[src/hw/rtl/fct_pkg.sv]
// ---------------------------------------------------------------------------
// fct_pkg
// Types, codes and a helper function shared by the flow connection tracker.
// ---------------------------------------------------------------------------
package fct_pkg;

  localparam int FCT_ENTRIES   = 64;
  localparam int FCT_TICK_BITS = 32;
  localparam int FCT_KEY_W     = 48;

  typedef enum logic [1:0] {
    MODE_INBOUND  = 2'd0,
    MODE_OUTBOUND = 2'd1,
    MODE_LOOKUP   = 2'd2
  } fct_mode_t;

  typedef enum logic [1:0] {
    PROTO_TCP = 2'd0,
    PROTO_UDP = 2'd1
  } fct_proto_t;

  typedef enum logic [3:0] {
    CS_NONE       = 4'd0,
    CS_SYN        = 4'd1,
    CS_SYN_RCVD   = 4'd2,
    CS_ESTAB      = 4'd3,
    CS_FIN_WAIT   = 4'd4,
    CS_CLOSE_WAIT = 4'd5,
    CS_LAST_ACK   = 4'd6,
    CS_TIME_WAIT  = 4'd7,
    CS_CLOSE      = 4'd8,
    CS_UDP        = 4'd9,
    CS_UDP_STREAM = 4'd10
  } fct_conn_state_t;

  typedef enum logic [1:0] {
    FSM_IDLE,
    FSM_SCAN,
    FSM_APPLY,
    FSM_DONE
  } fct_fsm_t;

  typedef struct packed {
    logic [1:0]  mode;
    logic [1:0]  protocol;
    logic [31:0] src_addr;
    logic [15:0] src_port;
    logic [31:0] dst_addr;
    logic [15:0] dst_port;
    logic        flag_syn;
    logic        flag_fin;
    logic        flag_rst;
    logic        flag_ack;
    logic [31:0] now_tick;
  } fct_in_t;

  typedef struct packed {
    logic        hit;
    logic        table_full;
    logic        ignored;
    logic [3:0]  flow_state;
    logic [31:0] orig_dst_addr;
    logic [15:0] orig_dst_port;
  } fct_out_t;

  // One stored flow, less its time stamp.
  typedef struct packed {
    logic [FCT_KEY_W-1:0] key;
    fct_conn_state_t      conn_state;
    logic [FCT_KEY_W-1:0] orig_dst;
  } fct_rec_t;

  typedef struct packed {
    logic rd_en;
    logic wr_en;
  } fct_mem_cmd_t;

  // TCP flag handling; SYN beats FIN beats RST beats ACK.
  function automatic fct_conn_state_t tcp_next(fct_conn_state_t s, logic outbound,
                                               logic syn, logic fin, logic rst_f,
                                               logic ack);
    fct_conn_state_t r;
    r = s;
    if (syn) begin
      if (outbound) r = (s == CS_SYN_RCVD) ? CS_ESTAB : CS_SYN;
      else          r = (s == CS_SYN) ? CS_ESTAB : CS_SYN_RCVD;
    end else if (fin) begin
      if (outbound) r = (s == CS_CLOSE_WAIT) ? CS_LAST_ACK : CS_FIN_WAIT;
      else          r = (s == CS_FIN_WAIT) ? CS_TIME_WAIT : CS_CLOSE_WAIT;
    end else if (rst_f) begin
      r = CS_CLOSE;
    end else if (ack) begin
      if (outbound) r = (s == CS_LAST_ACK) ? CS_CLOSE : CS_ESTAB;
      else          r = (s == CS_TIME_WAIT) ? s : CS_ESTAB;
    end
    return r;
  endfunction

endpackage

[src/hw/rtl/fct_ctrl.sv]
// ---------------------------------------------------------------------------
// fct_ctrl
// Sequencer: walks the filled part of the table one entry a cycle through a
// shared key comparator, then answers a lookup, or updates or allocates one flow.
// ---------------------------------------------------------------------------
module fct_ctrl #(
  parameter int ENTRIES   = fct_pkg::FCT_ENTRIES,
  parameter int TICK_BITS = fct_pkg::FCT_TICK_BITS
) (
  input  logic                         clk,
  input  logic                         rst,
  input  logic                         item_valid,
  output logic                         item_ready,
  input  fct_pkg::fct_in_t             item,
  input  logic                         out_free,
  output logic                         res_load,
  output fct_pkg::fct_out_t            res,
  output fct_pkg::fct_mem_cmd_t        cmd,
  output logic [$clog2(ENTRIES)-1:0]   addr,
  output fct_pkg::fct_rec_t            wr_rec,
  output logic [TICK_BITS-1:0]         wr_tick,
  input  fct_pkg::fct_rec_t            rd_rec
);
  import fct_pkg::*;

  localparam int IDX_W = $clog2(ENTRIES);
  localparam int CNT_W = $clog2(ENTRIES + 1);

  fct_fsm_t          state, state_next;
  fct_in_t           cur, cur_next;
  fct_out_t          res_next;
  logic [CNT_W-1:0]  count, count_next;
  logic [CNT_W-1:0]  scan_idx, scan_idx_next;
  logic [IDX_W-1:0]  pend_idx, pend_idx_next;
  logic              pend, pend_next;
  logic              found, found_next;

  logic [FCT_KEY_W-1:0] key;
  logic                 match;
  logic                 outbound;
  logic                 table_is_full;
  fct_conn_state_t      old_state, new_state;
  logic [FCT_KEY_W-1:0] old_orig, new_orig;

  // Inbound packets key on the destination pair, all else on the source pair.
  assign key = (cur.mode == MODE_INBOUND) ? {cur.dst_addr, cur.dst_port}
                                          : {cur.src_addr, cur.src_port};
  assign match         = pend && (rd_rec.key == key);
  assign outbound      = (cur.mode == MODE_OUTBOUND);
  assign table_is_full = (count == CNT_W'(ENTRIES));
  assign item_ready    = (state == FSM_IDLE);

  always_comb begin
    old_state = found ? rd_rec.conn_state : CS_NONE;
    old_orig  = found ? rd_rec.orig_dst : '0;
    if (cur.protocol == PROTO_TCP) begin
      new_state = tcp_next(old_state, outbound, cur.flag_syn, cur.flag_fin,
                           cur.flag_rst, cur.flag_ack);
    end else begin
      new_state = (old_state == CS_UDP) ? CS_UDP_STREAM : CS_UDP;
    end
    new_orig = outbound ? {cur.dst_addr, cur.dst_port} : old_orig;
  end

  always_ff @(posedge clk) begin
    if (rst) begin
      state <= FSM_IDLE;
      count <= '0;
      pend  <= 1'b0;
    end else begin
      state <= state_next;
      count <= count_next;
      pend  <= pend_next;
    end
  end

  always_ff @(posedge clk) begin
    cur      <= cur_next;
    res      <= res_next;
    scan_idx <= scan_idx_next;
    pend_idx <= pend_idx_next;
    found    <= found_next;
  end

  always_comb begin
    state_next    = state;
    cur_next      = cur;
    res_next      = res;
    count_next    = count;
    scan_idx_next = scan_idx;
    pend_idx_next = pend_idx;
    pend_next     = pend;
    found_next    = found;
    cmd           = '0;
    addr          = scan_idx[IDX_W-1:0];
    wr_rec        = '{key: key, conn_state: new_state, orig_dst: new_orig};
    wr_tick       = TICK_BITS'(cur.now_tick);
    res_load      = 1'b0;

    case (state)
      FSM_IDLE: begin
        if (item_valid) begin
          cur_next      = item;
          res_next      = '0;
          scan_idx_next = '0;
          pend_next     = 1'b0;
          found_next    = 1'b0;
          case (item.mode)
            MODE_INBOUND, MODE_OUTBOUND: begin
              if (item.protocol inside {PROTO_TCP, PROTO_UDP}) begin
                state_next = (count == '0) ? FSM_APPLY : FSM_SCAN;
              end else begin
                res_next.ignored = 1'b1;
                state_next       = FSM_DONE;
              end
            end
            MODE_LOOKUP: begin
              state_next = (count == '0) ? FSM_APPLY : FSM_SCAN;
            end
            default: begin
              state_next = FSM_DONE;
            end
          endcase
        end
      end

      // Reads are issued back to back; the entry read last cycle is compared
      // while the next one is fetched. Keys are unique, so the first match
      // is the only one.
      FSM_SCAN: begin
        if (match) begin
          found_next = 1'b1;
          pend_next  = 1'b0;
          state_next = FSM_APPLY;
        end else if (scan_idx < count) begin
          cmd.rd_en     = 1'b1;
          pend_next     = 1'b1;
          pend_idx_next = scan_idx[IDX_W-1:0];
          scan_idx_next = scan_idx + CNT_W'(1);
        end else begin
          pend_next  = 1'b0;
          state_next = FSM_APPLY;
        end
      end

      FSM_APPLY: begin
        state_next = FSM_DONE;
        if (cur.mode == MODE_LOOKUP) begin
          if (found) begin
            res_next.hit           = 1'b1;
            res_next.flow_state    = rd_rec.conn_state;
            res_next.orig_dst_addr = rd_rec.orig_dst[47:16];
            res_next.orig_dst_port = rd_rec.orig_dst[15:0];
          end
        end else if (!found && table_is_full) begin
          res_next.table_full = 1'b1;
        end else begin
          cmd.wr_en              = 1'b1;
          addr                   = found ? pend_idx : count[IDX_W-1:0];
          count_next             = found ? count : count + CNT_W'(1);
          res_next.hit           = found;
          res_next.flow_state    = new_state;
          res_next.orig_dst_addr = new_orig[47:16];
          res_next.orig_dst_port = new_orig[15:0];
        end
      end

      FSM_DONE: begin
        if (out_free) begin
          res_load   = 1'b1;
          state_next = FSM_IDLE;
        end
      end

      default: begin
        state_next = FSM_IDLE;
      end
    endcase
  end

  a_count_bound: assert property (@(posedge clk) disable iff (rst)
    count <= CNT_W'(ENTRIES))
    else $error("fill count beyond table depth");

  a_write_only_in_apply: assert property (@(posedge clk) disable iff (rst)
    cmd.wr_en |-> (state == FSM_APPLY) && !cmd.rd_en)
    else $error("table written outside the update step");

  a_count_grows_on_alloc: assert property (@(posedge clk) disable iff (rst)
    !(cmd.wr_en && !found) |=> count == $past(count))
    else $error("fill count moved without an allocation");

  a_accept_leaves_idle: assert property (@(posedge clk) disable iff (rst)
    (item_valid && item_ready) |=> state != FSM_IDLE)
    else $error("accepted word did not start the sequencer");

endmodule

[config.mk]
export PLATFORM = sky130hd
export DESIGN_NAME = fct_ctrl
export DESIGN_NICKNAME = d
export VERILOG_FILES = /design/src/hw/rtl/fct_pkg.sv /design/src/hw/rtl/fct_ctrl.sv
export SDC_FILE = /design/constraint.sdc
export NUM_CORES = 1
export LEC_CHECK = 0
export ABC_CLOCK_PERIOD_IN_PS = 7120
export BUFFER_PORTS_ARGS = -buffer_cell sky130_fd_sc_hd__buf_2
export CORE_AREA = 3 3 169 171
export DETAILED_ROUTE_END_ITERATION = 12
export DIE_AREA = 0 0 172 174
export PLACE_DENSITY = 0.67
export SETUP_SLACK_MARGIN = 0.05
export SLEW_MARGIN = 10
export SYNTH_ARGS = -nofsm -noshare
export SYNTH_HDL_FRONTEND = slang
export SYNTH_SLANG_ARGS = --single-unit
[constraint.sdc]
create_clock -name clk -period 7.12 [get_ports clk]
set_input_delay 1.068 -clock clk [delete_from_list [all_inputs] [get_ports clk]]
set_output_delay 1.068 -clock clk [all_outputs]
set_load 0.03 [all_outputs]
==> metrics.csv, run 1 <==
metric,value,unit
element type at the critical path end,primary output,
count of endpoints failing setup in the final report,0,
Mean Syn Cell Area,10.7,um^2
initial antenna violation count,14,
"synthesized-area fraction occupied by ao, oa, aoi and oai cells",0.108,
clock share of power,0.225,
most area-hungry cell type in the Yosys netlist,edfxtp_1,
count of final hold-check violations,0,
Max IR drop VDD,0.000217,V
"FF+latch count, synth",215,
category of cells accounting for the largest share of critical-path delay,simple AND/OR/NAND/NOR gates,
R2R setup slack,3.34,ns
dominant register cell in the synthesized netlist,edfxtp_1,
Layout Utilization,0.519,
startpoint of the tightest hold check path,count[5]$_SDFFE_PP0P_,
sequential group share of total power,0.362,
register clock-pin slew on the reported worst setup and hold paths,0.06,ns
die width,172,um
initial core utilization,0.405,
maximum number of pins on one net before global-route repair,82,
Fillers,2487,
Hold Path Cell Cnt,2,
multiplexer share of the synthesized area,0.0224,
Post-Syn Instances,1025,
die footprint,29900,um^2
number of enable-type register cells in the synthesized netlist,205,
TritonCTS clock tree,done,
fraction of power spent switching nets,0.427,
pre-CTS worst setup slack,2.54,ns
Post-DP HPWL,30800,um
cells traversed along the worst timing path,"or2_2, buf_4, mux2_4, nand2_1, nand3_1, nor4_1, nand4_4, and3_4, buf_2",
total of warnings raised by yosys,0,
proportion of power drawn by combinational gates,0.413,
fraction of the mapped netlist area in simple logic gates,0.179,
remaining number of nets flagged by the antenna check after routing,0,
H-Tree Level Count,1,
data arrival time of the critical path,4.05,ns
proportion of register bits with asynchronous set or reset after synthesis,0,
terminating pin of the worst hold path,count[5]$_SDFFE_PP0P_,
Vias,9457,
Net Switching,2430,uW
worst clock skew,0.0186,ns
routability-driven placement congestion ratio,0.873,
crit path kind,flip-flop to primary output,
Area contributors post-synth,"edfxtp_1 (56%), nand2_1 (9.4%), a21boi_0 (3.4%), nand3_1 (2.6%), xnor2_1 (2.6%)",
combined global-route utilization of all metal layers,0.256,
via count of the first global-routing pass,9106,
root buf cell,clkbuf_16,
wire length of the first global-routing pass,57500,um
dominant combinational cell family by area after synthesis,simple AND/OR/NAND/NOR gates,
"Slew Viols, Final",0,
run status,"finished, final reports clean",
worst-path maximum fanout,45,
"post-synthesis share of cell area spent on full adders, half adders and majority gates",0.0149,
xor/xnor share of the synthesized area,0.0392,
largest buffer count on any clock path,3,
number of input and output port buffers inserted,436,
longest individual stage delay on the worst path,0.61,ns
number of buffers created by CTS,25,
placeable core area,27000,um^2
Final period util,0.719,
total internal power,3260,uW
row cnt,60,
drt pass-1 iters,5,
worst setup slack after layout,2.00,ns
clock latency reported for the late side of the worst-skew pair,0.54,ns
number of max-capacitance violations reported,0,
setup tns final,0,ns
headroom to the max-slew limit,0.274,
number of buffers inserted to repair setup after CTS,0,
leakage power,0.00613,uW
Worst path slowest cell,edfxtp_1,
PwrDens,406,nW/um^2
pin slew with the least headroom to its limit,1.09,ns
Worst Setup Start Kind,flip-flop,
drt wl/cell,22.5,um
via count normalized by instance count,5.31,
Synthesized Nets,1278,
remaining design rule violation count,0,
PnR Total Power,5690,uW
combined area of all synthesized cells,10900,um^2
count of nets after finishing,1664,
number of distinct library cell variants in the gate-level netlist after synthesis,68,
boundary pin count,437,
depth of the worst register-to-register path,9,
number of buffers added to fix hold violations after cts,0,
Levels on crit path,9,
post-cts gate resize count,0,
critical register-to-register path startpoint,cur[135]$_DFFE_PP_,
unrepaired setup endpoints after global routing,no,
drt first-iter violations,828,
final global-route overflow total,0,
maximum clock frequency,195,MHz
wire length after detailed routing,40100,um
Critical path buffers and inverters,2,
signed area change from the synthesized netlist to the final layout,28.2,%
endpoint of the lowest-slack register-to-register path,scan_idx[2]$_SDFFCE_PN0P_,
sink count of the clock tree,215,
data required time of the worst path,6.05,ns
minimum clock period,5.12,ns
share of the synthesized area in the top cell type,0.562,
fraction of final layout cells with drive strength greater than 1,0.362,
class of the most critical hold timing path,flip-flop to flip-flop,
Die Ht,174,um
portion of the post-synthesis area used by sequential elements,0.581,
logic make-up (layout without fill, tap and decap cells):
| kind of cell | Yosys count | in the layout |
|---|---|---|
| and+or+nand+nor | 436 | 436 |
| DFF | 215 | 215 |
| AOI/OAI and AO/OA | 165 | 165 |
| buffers and inverters | 126 | 529 |
| xor gates and xnor gates | 49 | 49 |
| muxes | 21 | 21 |
| adders and majority gates | 13 | 13 |
| other | 0 | 11 |
registers in the layout, indices dropped and copies added, names as in the netlist:
signal / count
pend_idx: 6
res: 55
count: 7
cur: 104
found: 1
wr_tick: 32
pend: 1
state: 2
scan_idx: 7
worst max-delay path by stage:
stage | start | to
floorplan | item_valid | scan_idx[0]$_SDFFCE_PN0P_
global placement | cur[134]$_DFFE_PP_ | cmd[1]
detailed placement | cur[135]$_DFFE_PP_ | cmd[1]
CTS | cur[135]$_DFFE_PP_ | cmd[1]
global route | cur[135]$_DFFE_PP_ | cmd[1]
finish | cur[135]$_DFFE_PP_ | cmd[1]
area by class of cell:
cell class                      instances  area [um^2]  share of cell area
Antenna cell                           11         27.5             0.00196
Clock buffer                           30          644              0.0459
Clock inverter                         14          161              0.0115
Inverter                               40          150              0.0107
Multi-Input combinational cell        684         4020               0.286
Sequential cell                       215         6360               0.453
Tap cell                              341          427              0.0304
Timing Repair Buffer                  445         2250               0.160
synth_stat cells, types with 10 or more instances:
master / number
buf_1: 10
nor2b_1: 11
nor2_1: 28
nand2b_1: 16
xnor2_1: 32
nand2_1: 273
clkbuf_1: 37
nand3_1: 57
dfxtp_1: 10
o21ai_0: 30
edfxtp_1: 205
a21boi_0: 49
and2_1: 10
a21oi_1: 24
ha_1: 13
inv_1: 40
xor2_1: 17
buf_4: 33
layout by cell type, fill, tap and decap left out, types with 4 or more instances in the layout:
master,n
a21oi_1,23
o221ai_1,6
nor2_1,27
dfxtp_1,10
o211a_1,4
nand3_1,57
mux2i_1,8
mux2_4,5
a221oi_1,4
xnor2_1,32
clkbuf_1,5
nand2_1,273
clkinv_2,4
a21boi_0,49
nor4_1,6
clkinv_1,4
nor2b_1,9
clkbuf_16,25
nand4_1,6
o22ai_1,4
buf_2,436
ha_1,12
and2_1,9
nand2b_1,14
nor3b_1,4
edfxtp_1,205
o2111ai_1,6
buf_4,9
diode_2,11
xor2_1,17
inv_1,40
nor3_1,4
o21ai_0,30
mux2_2,8
stage by stage:
step / std cells / area (um^2) / hold slack [ns]
finish: 1780 / 14000 / 0.535
global route: 1780 / 14000 / 0.561
CTS: 1769 / 14000 / 0.538
detailed placement: 1725 / 13200 / 0.528
global placement: 1725 / 13200 / 0.513
floorplan: 1025 / 10900 / 0.463
layer usage:
| metal | track usage | vias to the layer above | wire length (um) |
|---|---|---|---|
| met5 | 0 | - | 13 |
| li1 | - | 4359 | - |
| met3 | 0.0519 | 84 | 3610 |
| met1 | 0.348 | 4509 | 16600 |
| met4 | 0.0858 | 2 | 1510 |
| met2 | 0.410 | 503 | 18400 |
power groups by stage:
| stage | sequential [uW] | clock (uW) | combinational (uW) |
|---|---|---|---|
| after detailed placement | 2090 | 0 | 2350 |
| final | 2060 | 1280 | 2350 |
| after floorplan | 2380 | 0 | 1310 |
| after global routing | 2100 | 1350 | 2510 |
| after CTS | 2060 | 1310 | 2360 |
| after global placement | 2080 | 0 | 2330 |
worst register-to-register path: stages (launching register included):
cell      delay (ns)
edfxtp_1        0.61
or2_2           0.55
buf_4           0.53
mux2_4          0.35
nand2_1         0.08
nand3_1         0.07
nor4_1          0.61
nand4_4         0.25
nand2_1         0.13
a21oi_1         0.24
Power figures use the tool's default switching activity.
==> inputs of run 2 (changes only) <==
--- a/config.mk
+++ b/config.mk
@@ -5,7 +5,7 @@
 export SDC_FILE = /design/constraint.sdc
 export NUM_CORES = 1
 export LEC_CHECK = 0
-export ABC_CLOCK_PERIOD_IN_PS = 7120
+export ABC_CLOCK_PERIOD_IN_PS = 5000
 export BUFFER_PORTS_ARGS = -buffer_cell sky130_fd_sc_hd__buf_2
 export CORE_AREA = 3 3 169 171
 export DETAILED_ROUTE_END_ITERATION = 12
==> constraint.sdc (replaced) <==
create_clock -name clk -period 5 [get_ports clk]
set_input_delay 0.75 -clock clk [delete_from_list [all_inputs] [get_ports clk]]
set_output_delay 0.75 -clock clk [all_outputs]
set_load 0.03 [all_outputs]
==> metrics.csv, run 2 (synthesis gave the netlist of run 1 again) <==
metric,value,unit,change
data arrival time of the critical path,3.84,ns,-0.21 ns
sequential group share of total power,0.371,,+0.009
drt wl/cell,23.3,um,+3.4%
Final period util,0.919,,
Net Switching,3440,uW,+41%
via count normalized by instance count,5.34,,+0.59%
post-route cell area,14000,um^2,-0.33%
remaining design rule violation count,0,,unchanged
register clock-pin slew on the reported worst setup and hold paths,0.06,ns,about the same
minimum clock period,4.59,ns,
placement-stage cell area,13200,um^2,about the same
total internal power,4570,uW,+40%
clock latency reported for the late side of the worst-skew pair,0.52,ns,-0.02 ns
proportion of power drawn by combinational gates,0.414,,about the same
crit path kind,flip-flop to primary output,,
wire length after detailed routing,41500,um,+3.4%
PnR Total Power,8010,uW,+41%
fraction of power spent switching nets,0.429,,+0.00179
count of final hold-check violations,0,,unchanged
count of nets after finishing,1665,,+0.060%
Die Ht,174,um,unchanged
run status,"finished, final reports clean",,
count of endpoints failing setup in the final report,0,,unchanged
die footprint,29900,um^2,unchanged
Post-DP HPWL,32200,um,+4.6%
most frequent cells in the layout,"buf_2 (436), nand2_1 (273), edfxtp_1 (205)",,
final hold slack,0.399,ns,-0.136 ns
maximum number of pins on one net before global-route repair,74,,-9.8%
worst-path maximum fanout,32,,-29%
number of max-capacitance violations reported,0,,unchanged
routability-driven placement congestion ratio,0.899,,+3.0%
remaining number of nets flagged by the antenna check after routing,0,,unchanged
sink count of the clock tree,215,,unchanged
fraction of final layout cells with drive strength greater than 1,0.360,,-0.00185
class of the most critical hold timing path,primary input to flip-flop,,
combined global-route utilization of all metal layers,0.268,,+0.0114
data required time of the worst path,4.25,ns,-1.80 ns
boundary pin count,437,,unchanged
element type at the critical path end,primary output,,
Max IR drop VDD,0.000319,V,+47%
Top reg by flops,cur,,
leakage power,0.00611,uW,-0.38%
drt first-iter violations,799,,-3.5%
setup tns final,0,ns,unchanged
initial antenna violation count,17,,+3
Vias,9507,,+0.53%
pin slew with the least headroom to its limit,1.12,ns,+0.0276 ns
via count of the first global-routing pass,9391,,+3.1%
headroom to the max-slew limit,0.256,,-0.0184
row cnt,60,,unchanged
maximum clock frequency,218,MHz,
number of input and output port buffers inserted,436,,unchanged
PwrDens,573,nW/um^2,+41%
clock share of power,0.215,,-0.010
root buf cell,clkbuf_16,,
final global-route overflow total,0,,unchanged
drt pass-1 iters,5,,unchanged
Inst Count DP,1726,,+0.058%
R2R setup slack,1.44,ns,-1.90 ns
worst clock skew,0.00736,ns,-0.0112 ns
"most common cell after layout, fill and taps aside",buf_2,,
number of buffers added to fix hold violations after cts,0,,unchanged
die width,172,um,unchanged
initial core utilization,0.405,,unchanged
unrepaired setup endpoints after global routing,no,,
number of non-filler instances in the completed layout,1779,,-0.056%
wire length of the first global-routing pass,59700,um,+3.9%
number of buffers created by CTS,25,,unchanged
largest buffer count on any clock path,3,,unchanged
Worst Setup Start Kind,flip-flop,,
signed area change from the synthesized netlist to the final layout,27.8,%,
H-Tree Level Count,1,,unchanged
TritonCTS clock tree,done,,
flip-flop count of the largest register after layout,104,,unchanged
"Slew Viols, Final",0,,unchanged
placeable core area,27000,um^2,unchanged
==> run 2: cell count changes in the layout (fill, tap and decap cells not counted) <==
cell | before | now
clkinv_1 | 4 | 5
inv_6 | 1 | 0
buf_4 | 9 | 10
clkinv_2 | 4 | 3
or2_4 | 0 | 1
clkbuf_1 | 5 | 6
inv_16 | 1 | 0
or2_2 | 3 | 2
bufinv_16 | 3 | 2
==> run 2: layout make-up <==
class                           instances  area [um^2]
Clock buffer                           31          648
Clock inverter                         11          101
Inverter                               40          150
Multi-Input combinational cell        684         4020
Tap cell                              341          427
Sequential cell                       215         6360
Antenna cell                           11         27.5
Fill cell                            2493        13000
Timing Repair Buffer                  446         2260
==> run 2: metrics by stage <==
stage                     setup slack, ns   util
after floorplan                     0.655      -
after global placement              0.940  0.489
after detailed placement            0.803  0.489
after CTS                           0.204  0.516
after global routing                0.239  0.518
final                               0.407  0.518
==> run 2: final timing paths <==
path,startpoint,end,depth (start not counted)
hold reg to reg,count[5]$_SDFFE_PP0P_,count[5]$_SDFFE_PP0P_,2
setup / recovery,cur[134]$_DFFE_PP_,cmd[1],8
setup reg to reg,cur[134]$_DFFE_PP_,scan_idx[0]$_SDFFCE_PN0P_,8
hold / removal,item[90],cur[90]$_DFFE_PP_,1
==> run 2: layer usage <==
metal / part of all wire / wire length, um / up-vias / global-route usage
met1: 0.40 / 16400 / 4470 / 0.346
met3: 0.11 / 4520 / 111 / 0.0830
met2: 0.45 / 18600 / 557 / 0.414
met4: 0.047 / 1930 / 10 / 0.116
met5: 0.0014 / 60 / - / 0
li1: - / - / 4359 / -
==> run 2: worst max-delay path: stages, from the launching register on <==
cell	delay, ns
edfxtp_1	0.62
or2_4	0.51
mux2_2	0.40
a22oi_1	0.17
nand3_1	0.14
nor4_1	0.75
nand4_4	0.25
and3_4	0.27
buf_2	0.18
==> run 2: what timing repair did <==
item,CTS,global route
setup buffers,0,0
resized for setup,0,1
endpoints found under the setup margin,0,1
==> run 2: power by group through the flow <==
| stage | registers, uW | clock network, uW | logic (uW) |
|---|---|---|---|
| 5_1_grt | 3030 | 1840 | 3550 |
| 3_3_place_gp | 3000 | 0 | 3280 |
| 3_5_place_dp | 3000 | 0 | 3320 |
| 4_1_cts | 2970 | 1760 | 3330 |
| 2_1_floorplan | 3360 | 0 | 1860 |
| 6_report | 2970 | 1720 | 3310 |
